===== config.mk =====
export PLATFORM = sky130hd
export DESIGN_NAME = lac_ctrl
export DESIGN_NICKNAME = d
export VERILOG_FILES = /design/src/rtl/lac_pkg.sv /design/src/rtl/lac_ctrl.sv
export SDC_FILE = /design/constraint.sdc
export NUM_CORES = 1
export LEC_CHECK = 0
export BUFFER_PORTS_ARGS = -buffer_cell sky130_fd_sc_hd__buf_2
export CAP_MARGIN = 20
export CORE_AREA = 2 2 39 41
export CTS_BUF_LIST = sky130_fd_sc_hd__clkbuf_16
export CTS_CLUSTER_SIZE = 20
export DETAILED_ROUTE_END_ITERATION = 8
export DIE_AREA = 0 0 41 43
export GPL_TIMING_DRIVEN = 0
export PLACE_DENSITY_LB_ADDON = 0.15
export SLEW_MARGIN = 25
export SYNTH_ARGS = -nofsm -noshare
export SYNTH_HDL_FRONTEND = slang
export SYNTH_SLANG_ARGS = --single-unit
export TNS_END_PERCENT = 50

===== constraint.sdc =====
create_clock -name i_clk -period 1.4 [get_ports i_clk]
set_input_delay 0.07 -clock i_clk [delete_from_list [all_inputs] [get_ports i_clk]]
set_output_delay 0.07 -clock i_clk [all_outputs]
set_load 0.05 [all_outputs]

===== src/rtl/lac_pkg.sv =====
`timescale 1ns / 1ps
package lac_pkg;

    localparam int DW    = 32;
    localparam int FB    = 16;
    localparam int RW    = 31;
    localparam int QW    = DW + FB;
    localparam int CNT_W = 6;
    localparam int PC_W  = 6;
    localparam int NUM_UOPS = 41;

    localparam logic [2:0] CFG_BW  = 3'd0;
    localparam logic [2:0] CFG_TS  = 3'd1;
    localparam logic [2:0] CFG_KP  = 3'd2;
    localparam logic [2:0] CFG_KD  = 3'd3;
    localparam logic [2:0] CFG_B0  = 3'd4;
    localparam logic [2:0] CFG_R   = 3'd5;
    localparam logic [2:0] CFG_LIM = 3'd6;

    typedef enum logic [1:0] {OP_ADD, OP_SUB, OP_MUL} t_op;

    typedef enum logic [4:0] {
        SL_W, SL_TS, SL_KP, SL_KD, SL_B0, SL_R, SL_X, SL_Y,
        SL_TP, SL_TV, SL_OP, SL_OV, SL_OD, SL_LD,
        SL_T0, SL_T1, SL_T2, SL_T3, SL_T4, SL_T5, SL_T6, SL_T7
    } t_slot;

    typedef struct packed {
        t_op   op;
        t_slot a;
        t_slot b;
        t_slot dst;
    } t_uop;

    typedef struct packed {
        logic load;
        logic exec;
        logic wb;
        logic div_start;
        logic div_step;
        logic finish;
    } t_cmd;

    typedef struct packed {
        logic is_clear;
        logic div_last;
        logic out_free;
    } t_sts;

    function automatic t_uop uop_rom(input logic [PC_W-1:0] pc);
        t_uop u;
        case (pc)
            6'd0:  u = '{OP_MUL, SL_R,  SL_R,  SL_T0};
            6'd1:  u = '{OP_SUB, SL_X,  SL_TP, SL_T1};
            6'd2:  u = '{OP_MUL, SL_T0, SL_T1, SL_T0};
            6'd3:  u = '{OP_MUL, SL_R,  SL_TV, SL_T1};
            6'd4:  u = '{OP_ADD, SL_T1, SL_T1, SL_T1};
            6'd5:  u = '{OP_SUB, SL_T0, SL_T1, SL_T0};
            6'd6:  u = '{OP_MUL, SL_TV, SL_TS, SL_T1};
            6'd7:  u = '{OP_MUL, SL_T0, SL_TS, SL_T2};
            6'd8:  u = '{OP_MUL, SL_T2, SL_TS, SL_T2};
            6'd9:  u = '{OP_ADD, SL_T1, SL_T2, SL_T1};
            6'd10: u = '{OP_MUL, SL_T0, SL_TS, SL_T2};
            6'd11: u = '{OP_ADD, SL_TP, SL_T1, SL_TP};
            6'd12: u = '{OP_ADD, SL_TV, SL_T2, SL_TV};
            6'd13: u = '{OP_ADD, SL_W,  SL_W,  SL_T0};
            6'd14: u = '{OP_ADD, SL_T0, SL_T0, SL_T0};
            6'd15: u = '{OP_ADD, SL_T0, SL_T0, SL_T1};
            6'd16: u = '{OP_ADD, SL_T1, SL_T0, SL_T1};
            6'd17: u = '{OP_MUL, SL_T1, SL_T0, SL_T2};
            6'd18: u = '{OP_MUL, SL_T0, SL_T0, SL_T3};
            6'd19: u = '{OP_MUL, SL_T3, SL_T0, SL_T3};
            6'd20: u = '{OP_SUB, SL_OP, SL_Y,  SL_T4};
            6'd21: u = '{OP_MUL, SL_T1, SL_T4, SL_T5};
            6'd22: u = '{OP_SUB, SL_OV, SL_T5, SL_T5};
            6'd23: u = '{OP_MUL, SL_T5, SL_TS, SL_T5};
            6'd24: u = '{OP_ADD, SL_OP, SL_T5, SL_T5};
            6'd25: u = '{OP_MUL, SL_T2, SL_T4, SL_T6};
            6'd26: u = '{OP_SUB, SL_OD, SL_T6, SL_T6};
            6'd27: u = '{OP_MUL, SL_B0, SL_LD, SL_T7};
            6'd28: u = '{OP_ADD, SL_T6, SL_T7, SL_T6};
            6'd29: u = '{OP_MUL, SL_T6, SL_TS, SL_T6};
            6'd30: u = '{OP_ADD, SL_OV, SL_T6, SL_OV};
            6'd31: u = '{OP_MUL, SL_T3, SL_T4, SL_T7};
            6'd32: u = '{OP_MUL, SL_T7, SL_TS, SL_T7};
            6'd33: u = '{OP_SUB, SL_OD, SL_T7, SL_OD};
            6'd34: u = '{OP_ADD, SL_T5, SL_W,  SL_OP};
            6'd35: u = '{OP_SUB, SL_TP, SL_OP, SL_T0};
            6'd36: u = '{OP_MUL, SL_KP, SL_T0, SL_T0};
            6'd37: u = '{OP_SUB, SL_TV, SL_OV, SL_T1};
            6'd38: u = '{OP_MUL, SL_KD, SL_T1, SL_T1};
            6'd39: u = '{OP_ADD, SL_T0, SL_T1, SL_T0};
            6'd40: u = '{OP_SUB, SL_T0, SL_OD, SL_T0};
            default: u = '{OP_ADD, SL_T0, SL_T0, SL_T0};
        endcase
        return u;
    endfunction

endpackage


===== src/rtl/lac_ctrl.sv =====
`timescale 1ns / 1ps
module lac_ctrl (
    input  logic                 i_clk,
    input  logic                 i_rst_n,
    input  logic                 i_in_valid,
    input  lac_pkg::t_sts        i_sts,
    output lac_pkg::t_cmd        o_cmd,
    output logic [lac_pkg::PC_W-1:0] o_pc,
    output logic                 o_busy
);
    import lac_pkg::*;

    typedef enum logic [2:0] {S_IDLE, S_EXEC, S_WB, S_DIV_INIT, S_DIV, S_DONE} t_state;

    t_state            r_state;
    logic [PC_W-1:0]   r_pc;
    logic              w_accept;

    assign w_accept = (r_state == S_IDLE) && i_in_valid;
    assign o_busy   = (r_state != S_IDLE);
    assign o_pc     = r_pc;

    always_comb begin
        o_cmd = '0;
        o_cmd.load = w_accept;
        case (r_state)
            S_EXEC:     o_cmd.exec      = 1'b1;
            S_WB:       o_cmd.wb        = 1'b1;
            S_DIV_INIT: o_cmd.div_start = 1'b1;
            S_DIV:      o_cmd.div_step  = 1'b1;
            S_DONE:     o_cmd.finish    = i_sts.out_free;
            default:    o_cmd.exec      = 1'b0;
        endcase
    end

    always_ff @(posedge i_clk) begin
        if (!i_rst_n) begin
            r_state <= S_IDLE;
            r_pc    <= '0;
        end else begin
            case (r_state)
                S_IDLE: begin
                    r_pc <= '0;
                    if (w_accept) begin
                        // a clear beat has no arithmetic to run
                        r_state <= i_sts.is_clear ? S_DONE : S_EXEC;
                    end
                end
                S_EXEC: r_state <= S_WB;
                S_WB: begin
                    if (r_pc == PC_W'(NUM_UOPS - 1)) begin
                        r_state <= S_DIV_INIT;
                    end else begin
                        r_pc    <= r_pc + 1'b1;
                        r_state <= S_EXEC;
                    end
                end
                S_DIV_INIT: r_state <= S_DIV;
                S_DIV: begin
                    if (i_sts.div_last) r_state <= S_DONE;
                end
                S_DONE: begin
                    if (i_sts.out_free) r_state <= S_IDLE;
                end
                default: r_state <= S_IDLE;
            endcase
        end
    end
endmodule


# Yosys cells after proc, flatten, opt, wreduce, memory -nomap -nowiden
# Cells that the tools add are included.
# W data, S select, Z words.
dict set report totals {
  regBits 9
  latch_bits 0
  mem_bits_rw 0
  rom_bits 0
  output_inout_bits 13
  wordCells 32
  memories 0
}
dict set report classes {
  add_sub_neg 1
  n_mul 0
  n_div 0
  n_lt_le_gt_ge 0
  eq_ne 10
  shift 0
  mux 13
  n_bitwise 0
  n_reduce_logical 6
}
# operator count
set ops {}
lappend ops {{$pmux W3 S6} 1}
lappend ops {{$mux W3} 4}
lappend ops {{$pmux W6 S2} 1}
lappend ops {{$ne A2 B2 Y1 const B} 4}
lappend ops {{$add A6 B1 Y6 const B} 1}
lappend ops {{$eq A3 B2 Y1 const B} 2}
lappend ops {{$eq A3 B3 Y1 const B} 2}
lappend ops {{$eq A6 B6 Y1 const B} 1}
lappend ops {{$mux W6} 1}
lappend ops {{$mux W1} 5}
lappend ops {{$eq A3 B1 Y1 const B} 1}
lappend ops {{$logic_not A3 Y1} 1}
lappend ops {{$reduce_and A3 Y1} 1}
lappend ops {{$reduce_bool A3 Y1} 1}
lappend ops {{$mux W2} 1}
lappend ops {{$reduce_and A2 Y1} 1}
lappend ops {{$reduce_bool A2 Y1} 1}
lappend ops {{$logic_and A1 B1 Y1} 1}

# Logic depth before layout (Yosys ltp)
# Gate-level depths: netlist of the first run.
dict set report logic_depth {
  ltp_word 4
  ltp_mapped 5
  depth_no_buf 5
}

# Worst setup path before layout of the first run
# OpenSTA, ideal clock, no wires.
dict set report synth_timing {
  path_type {register -> output}
  startpoint {register r_state[0]}
  endpoint {output o_cmd[4] in the netlist's numbering}
  t_arrival_ps 1656
  t_required_ps 1330
  setup_slack_ps -326
  path_stages_with_launch 3
  path_buffers 1
  cell_sequence {dfxtp_1 buf_4 nor3b_1}
}
# item line_no
set synth_lines {}
lappend synth_lines {{start: declaration} lac_ctrl.sv:15} ;# t_state r_state;
lappend synth_lines {{start signal: assignment} lac_ctrl.sv:46} ;# r_state <= i_sts.is_clear ? S_DONE : S_EXEC;
lappend synth_lines {{end: declaration} lac_ctrl.sv:7} ;# output lac_pkg::t_cmd o_cmd,

# Worst setup path in the final report of the first run
dict set report layout_timing {
  startpoint {register r_state[2]}
  endpoint {output o_cmd[5] in the netlist's numbering}
}
dict set report layout_via {
  elab_chain_len 2
}
# item line_no
set layout_rtl {}
lappend layout_rtl {{$logic_not A3 Y1} lac_ctrl.sv:19} ;# assign w_accept = (r_state == S_IDLE) && i_in_valid;
lappend layout_rtl {{$logic_and A1 B1 Y1} lac_ctrl.sv:19}
# Every way passes these cells.

==> run_results.csv, run 1 <==
group,metric,value,unit
run_status,status,"complete, no violations",
floorplanning,ios,19,
routing,vias,567,
critical_path,r2r.worst_path.cells,5,
global_routing,grt_max_degree,11,
synthesis,synth.distinct_cells,31,
cells_and_area,num_antenna_cells,0,
place,hpwl,934.4,um
routing,first_pass_iters,3,
floorplanning,die_width,41,um
routing,wl,1.305,mm
min_path,hold_class,"in -> reg",
cells_and_area,drive_above_1_share,40.66,%
min_path,whs_path_depth,2,
clock_tree,cts_max_level,1,
clock_tree,cts_setup_buffers,0,
sta,period_share,96.71,%
floorplanning,die-area,1763,um2
clock_tree,tritoncts,"done",
cells_and_area,nFillCells,131,
floorplanning,coreArea,1384,um2
synthesis,yosysWarnings,0,
routing,topRoutingLayerUsed,"met4",
sta,finalHoldViolCount,0,
synthesis,seq_area_frac_synth,30.44,%
clock_tree,cts.sinks,9,
global_routing,grt_pass1_vias,476,
power_and_ir_drop,leakagePower,0.3748,nW
clock_tree,path_clk_slew,0.04,ns
place,placedCellCount,103,
global_routing,grtUsageTotal,17.90,%
power_and_ir_drop,p_int,744.6,uW
critical_path,critPathLaunch,"r_state[2]",
synthesis,yosysMostFrequentCell,"dfxtp_1",
synthesis,synth-main-ff-cell,"dfxtp_1",
routing,drt-met1-wl,578,um
sta,maxSlewViolCount,0,
routing,dr_wl_met3,62,um
cells_and_area,multiInputGateArea,372.9,um2
power_and_ir_drop,p_total,1.069,mW
synthesis,syn_nets,77,
floorplanning,start_util,42.77,%
synthesis,syn_inst,69,
cells_and_area,area_growth_syn_to_layout,37.42,%
floorplanning,die_y,43,um
cells_and_area,nNetsFinal,100,
clock_tree,cts_hold_buf,0,
synthesis,synth_area,591.8,um2
clock_tree,cts_made_buffers,3,
synthesis,synth_top_area_share,30.44,%
sta,relSlewSlack,73.36,%
clock_tree,root_buffer,"clkbuf_16",
run,max_cap_violations,0,
synthesis,synth-async-reset-ratio,0,%
clock_tree,clk_latency,0.24,ns
routing,viasPerCell,5.299,
sta,max_freq,738.6,MHz
clock_tree,cts.repair.resized,2,
synthesis,synth.avg_cell_area,8.577,um2
critical_path,worstPathRequired,1.33,ns
global_routing,grt_pass1_wl,2.021,mm
min_path,hp-start,"i_rst_n",
sta,setup_violations,0,
sta,fin_crit,1.354,ns
synthesis,netlist_top_cells_count,"9 x dfxtp_1, 8 x nand2_1, 8 x nand3_1",
clock_tree,clock_path_buffers,2,
routing,postRouteAntennaNets,0,
power_and_ir_drop,p_switching,324.7,uW
sta,finClkSkew,0.002777,ns
synthesis,ys_ff_latch,9,
routing,drtIter0Drc,3,
critical_path,crit_fanout,9,
sta,worst_pin_slew,0.3997,ns
synthesis,synth_edf_count,0,
global_routing,grt_overflow,0,
critical_path,rrSetupSlack,0.19,ns
critical_path,worstSetupEndpointType,"primary output",
cells_and_area,finalNonFillerCells,107,
place,port_buffers,18,
cells_and_area,seq_area,185.2,um2
routing,routedWlPerCell,12.20,um
global_routing,antenna_found_initial,0,
routing,route.met2.wl,619,um
power_and_ir_drop,clock_power_share,46.7,%
floorplanning,rows,14,
routing,drcViolationCount,0,
power_and_ir_drop,p_sw_share,30.36,%
synthesis,synth.area.top_cells,"dfxtp_1 30%, nand3_1 6.8%, mux2i_1 5.1%",
power_and_ir_drop,pwr-share-comb,27.4,%
power_and_ir_drop,seq_power_share,26.0,%
critical_path,cp.arrival,1.28,ns
place,gp_congestion,0.8060,
synthesis,synth.largest_area_cell,"dfxtp_1",
critical_path,cp-start-kind,"register",
sta,rsz0062_at_grt,"false",
cells_and_area,utilization,58.77,%
critical_path,criticalPathCategory,"reg -> out",
critical_path,r2r-start,"o_pc[0]",
power_and_ir_drop,peakVddDrop,0.6488,mV
power_and_ir_drop,p_per_area,1315,nW/um2
## per-stage QoR
step           setup slack [ns]  setup TNS [ns]  instance area, um2  hold WS, ns
3_3_place_gp             0.1346               0               718.2       0.3852
6_report                0.04605               0               813.3       0.1435
2_1_floorplan          -0.05532        -0.05682               608.1       0.2118
4_1_cts                 0.02835               0               804.5       0.1465
5_1_grt                0.006745               0               813.3       0.1657
3_5_place_dp             0.1359               0               718.2       0.3865
## area by class of cell
cell class	count	share of cell area [%]
clock inverter	1	0.4615
buffer	5	5.077
timing repair buffer	18	12.46
sequential	9	22.77
multi-input combinational	52	45.85
clock buffer	3	9.231
inverter	3	1.692
tap	16	2.462
## logic make-up after synthesis
family                     share of synthesized area [%]
adders and majority gates                          4.228
muxes                                              6.977
DFF                                                30.44
buffers and inverters                              9.302
AOI/OAI and AO/OA                                  13.11
and+or+nand+nor                                    35.94
## power by group through the flow
stage	Sequential (mW)	Clock [mW]	Combinational (mW)
2_1_floorplan	0.284	0	0.223
6_report	0.278	0.499	0.293
3_5_place_dp	0.280	0	0.282
4_1_cts	0.277	0.507	0.289
5_1_grt	0.279	0.530	0.314
3_3_place_gp	0.280	0	0.280
## placed cells by master, fill, tap and decap left out
master	instances
nor3b_2	2
clkbuf_16	3
o32ai_1	1
buf_4	3
o21ai_1	1
ha_1	2
nor2_1	4
nor2_4	1
mux2i_1	3
dfxtp_2	4
nand2_1	8
buf_6	3
nor2b_1	1
clkbuf_1	1
nor3b_4	1
o21a_1	2
clkbuf_4	1
nand3_1	8
nor3b_1	1
a21boi_0	1
and2_1	1
mux2_2	1
buf_2	15
inv_1	3
and2b_1	1
a2bb2oi_1	1
nand4b_1	2
dfxtp_1	5
nand4_1	1
inv_4	1
a31o_1	1
and3_1	2
nor2b_2	1
o31a_1	1
o21ai_0	3
nor3_4	1
## registers in the layout (all words and copies together), names as in the netlist
name / count
r_state: 3
o_pc: 6
## worst max-delay path: stages, from the launching register on
cell	delay [ns]
dfxtp_1	0.30
buf_6	0.14
nor2_4	0.19
and3_1	0.18
buf_4	0.10
buf_6	0.14
## layer usage
layer | vias to the layer above | GRT usage [%]
li1 | 290 | -
met2 | 16 | 25.31
met3 | 5 | 6.283
met4 | 0 | 15.33
met5 | - | 0
met1 | 256 | 20.07
## worst paths after layout
check / end
max: o_cmd[5]
min: o_pc[5]
max reg2reg: o_pc[5]
min reg2reg: o_pc[0]
No activity file was read; power rests on OpenSTA's default activity.
==> run 2, diff against run 1 <==
- CORE_AREA: 2 2 39 41 -> 3 3 40 42
- DIE_AREA: 0 0 41 43 -> 0 0 43 45
==> run 2 against run 1 <==
Effect of this change:
- count of clock-buffer cells in the layout unchanged
- via count decreased by 4.8%
- combinational power is essentially flat
- critical endpoint is now o_cmd[0]
- register-to-register slack better by 0.02 ns
- largest cell class unchanged
==> run_results.csv, run 2 (synthesis gave the netlist of run 1 again) <==
group,metric,value,unit
power_and_ir_drop,p_per_area,1309,nW/um2
place,gp_congestion,0.7829,
clock_tree,tritoncts,"done",
sta,max_freq,746.5,MHz
power_and_ir_drop,pwr-share-comb,27.2,%
critical_path,path_cells,"buf_6 > inv_4 > nand2_1 > nor2_1 > clkbuf_4",
global_routing,grt_pass1_vias,468,
critical_path,criticalPathCategory,"reg -> out",
floorplanning,coreArea,1285,um2
routing,viasPerCell,5.094,
power_and_ir_drop,seq_power_share,26.0,%
power_and_ir_drop,peakVddDrop,0.8992,mV
routing,postRouteAntennaNets,0,
power_and_ir_drop,clock_power_share,46.8,%
cells_and_area,finalNonFillerCells,106,
clock_tree,root_buffer,"clkbuf_16",
power_and_ir_drop,p_total,1.066,mW
sta,maxSlewViolCount,0,
global_routing,grt_pass1_wl,2.001,mm
routing,wl,1.282,mm
critical_path,worstPathRequired,1.33,ns
run_status,status,"complete, no violations",
floorplanning,rows,13,
cells_and_area,area_growth_syn_to_layout,37.63,%
sta,finalHoldViolCount,0,
cells_and_area,largest_reg_flops,6,
clock_tree,clock_path_buffers,2,
sta,finClkSkew,0.001271,ns
cells_and_area,mostFrequentLayoutCells,"14 x buf_2, 8 x nand2_1, 8 x nand3_1",
critical_path,cp-start-kind,"register",
critical_path,worstSetupEndpointType,"primary output",
routing,drtIter0Drc,4,
critical_path,r2r-start,"o_pc[0]",
routing,vias,540,
floorplanning,die_width,43,um
min_path,hold_class,"in -> reg",
cells_and_area,num_antenna_cells,0,
floorplanning,start_util,46.06,%
clock_tree,cts_max_level,1,
routing,first_pass_iters,4,
critical_path,slowest_stage,"dfxtp_1",
global_routing,antenna_found_initial,0,
clock_tree,cts_hold_buf,0,
critical_path,crit_fanout,10,
sta,hold_ws,0.1510,ns
global_routing,grt_overflow,0,
run,max_cap_violations,0,
clock_tree,clk_latency,0.23,ns
clock_tree,cts.sinks,9,
power_and_ir_drop,p_sw_share,30.14,%
place,port_buffers,18,
clock_tree,cts_setup_buffers,0,
critical_path,cp.arrival,1.27,ns
global_routing,grt_max_degree,11,
sta,setup_violations,0,
min_path,hp-start,"i_rst_n",
routing,drcViolationCount,0,
sta,fin_crit,1.340,ns
clock_tree,path_clk_slew,0.04,ns
sta,period_share,95.68,%
power_and_ir_drop,p_int,745.1,uW
cells_and_area,nFillCells,109,
place,hpwl,926.2,um
cells_and_area,final_common_cell,"buf_2",
place,placedCellCount,102,
floorplanning,die_y,45,um
floorplanning,die-area,1935,um2
floorplanning,ios,19,
sta,relSlewSlack,73.17,%
global_routing,grtUsageTotal,14.11,%
critical_path,critPathLaunch,"r_state[1]",
cells_and_area,nNetsFinal,100,
power_and_ir_drop,leakagePower,0.3737,nW
sta,worst_pin_slew,0.4024,ns
clock_tree,cts_made_buffers,3,
power_and_ir_drop,p_switching,321.4,uW
routing,routedWlPerCell,12.09,um
cells_and_area,drive_above_1_share,40.66,%
critical_path,cpPeakStageDelay,0.31,ns
[run 2: changes by cell type in the layout (fill, tap and decap cells not counted), sizes merged]
cell	change
clkbuf	+2
buf	-2
[run 2: final timing paths]
| kind | end | slack (ns) | cells after the start |
|---|---|---|---|
| hold / removal | o_pc[5] | 0.15 | 2 |
| hold reg to reg | o_pc[0] | 0.48 | 2 |
| setup reg to reg | o_pc[5] | 0.21 | 5 |
| setup / recovery | o_cmd[0] | 0.06 | 5 |
[run 2: critical path: cells and delay by family, from the launching register on]
kind | cells | cell delay (ns)
buf+inv | 3 | 0.50
flops | 1 | 0.31
simple gates | 2 | 0.22
[run 2: routing by layer]
layer / vias to the layer above / part of all wire (%) / wire length, um / track usage [%]
met2: 10 / 46 / 584 / 20.36
met1: 237 / 48 / 617 / 18.69
met3: 2 / 5.6 / 72 / 4.781
met5: - / 0 / 0 / 0
li1: 291 / - / - / -
met4: 0 / 0.55 / 7 / 7.229
[run 2: through the flow]
step	utilization, %	cell area [um2]	worst slack, ns	TNS, ns
after floorplan	-	608.1	-0.05532	-0.05682
after detailed placement	55.79	716.9	0.1433	0
after CTS	62.51	803.3	0.02855	0
after global routing	63.39	814.5	-0.01545	-0.01545
after global placement	55.79	716.9	0.1292	0
final	63.39	814.5	0.06041	0
[run 2: area by class of cell]
class,count,area [um2],area share (%)
Inverter,3,13.76,1.690
Clock buffer,3,75.07,9.217
Sequential cell,9,185.2,22.73
Tap cell,15,18.77,2.304
Buffer,5,41.29,5.069
Clock inverter,1,3.754,0.4608
Timing Repair Buffer,18,103.9,12.75
Multi-Input combinational cell,52,372.9,45.78
[run 2: timing repair]
item                       in CTS  in global routing
setup endpoints to repair       1                  3
pin swaps                       0                  1
resized for setup               2                  4
[run 2: power by group through the flow]
stage	Combinational [mW]	Sequential [mW]	Clock, mW
CTS	0.288	0.278	0.510
global placement	0.279	0.280	0
finish	0.290	0.278	0.499
global route	0.313	0.279	0.521
detailed placement	0.281	0.281	0
floorplan	0.223	0.284	0
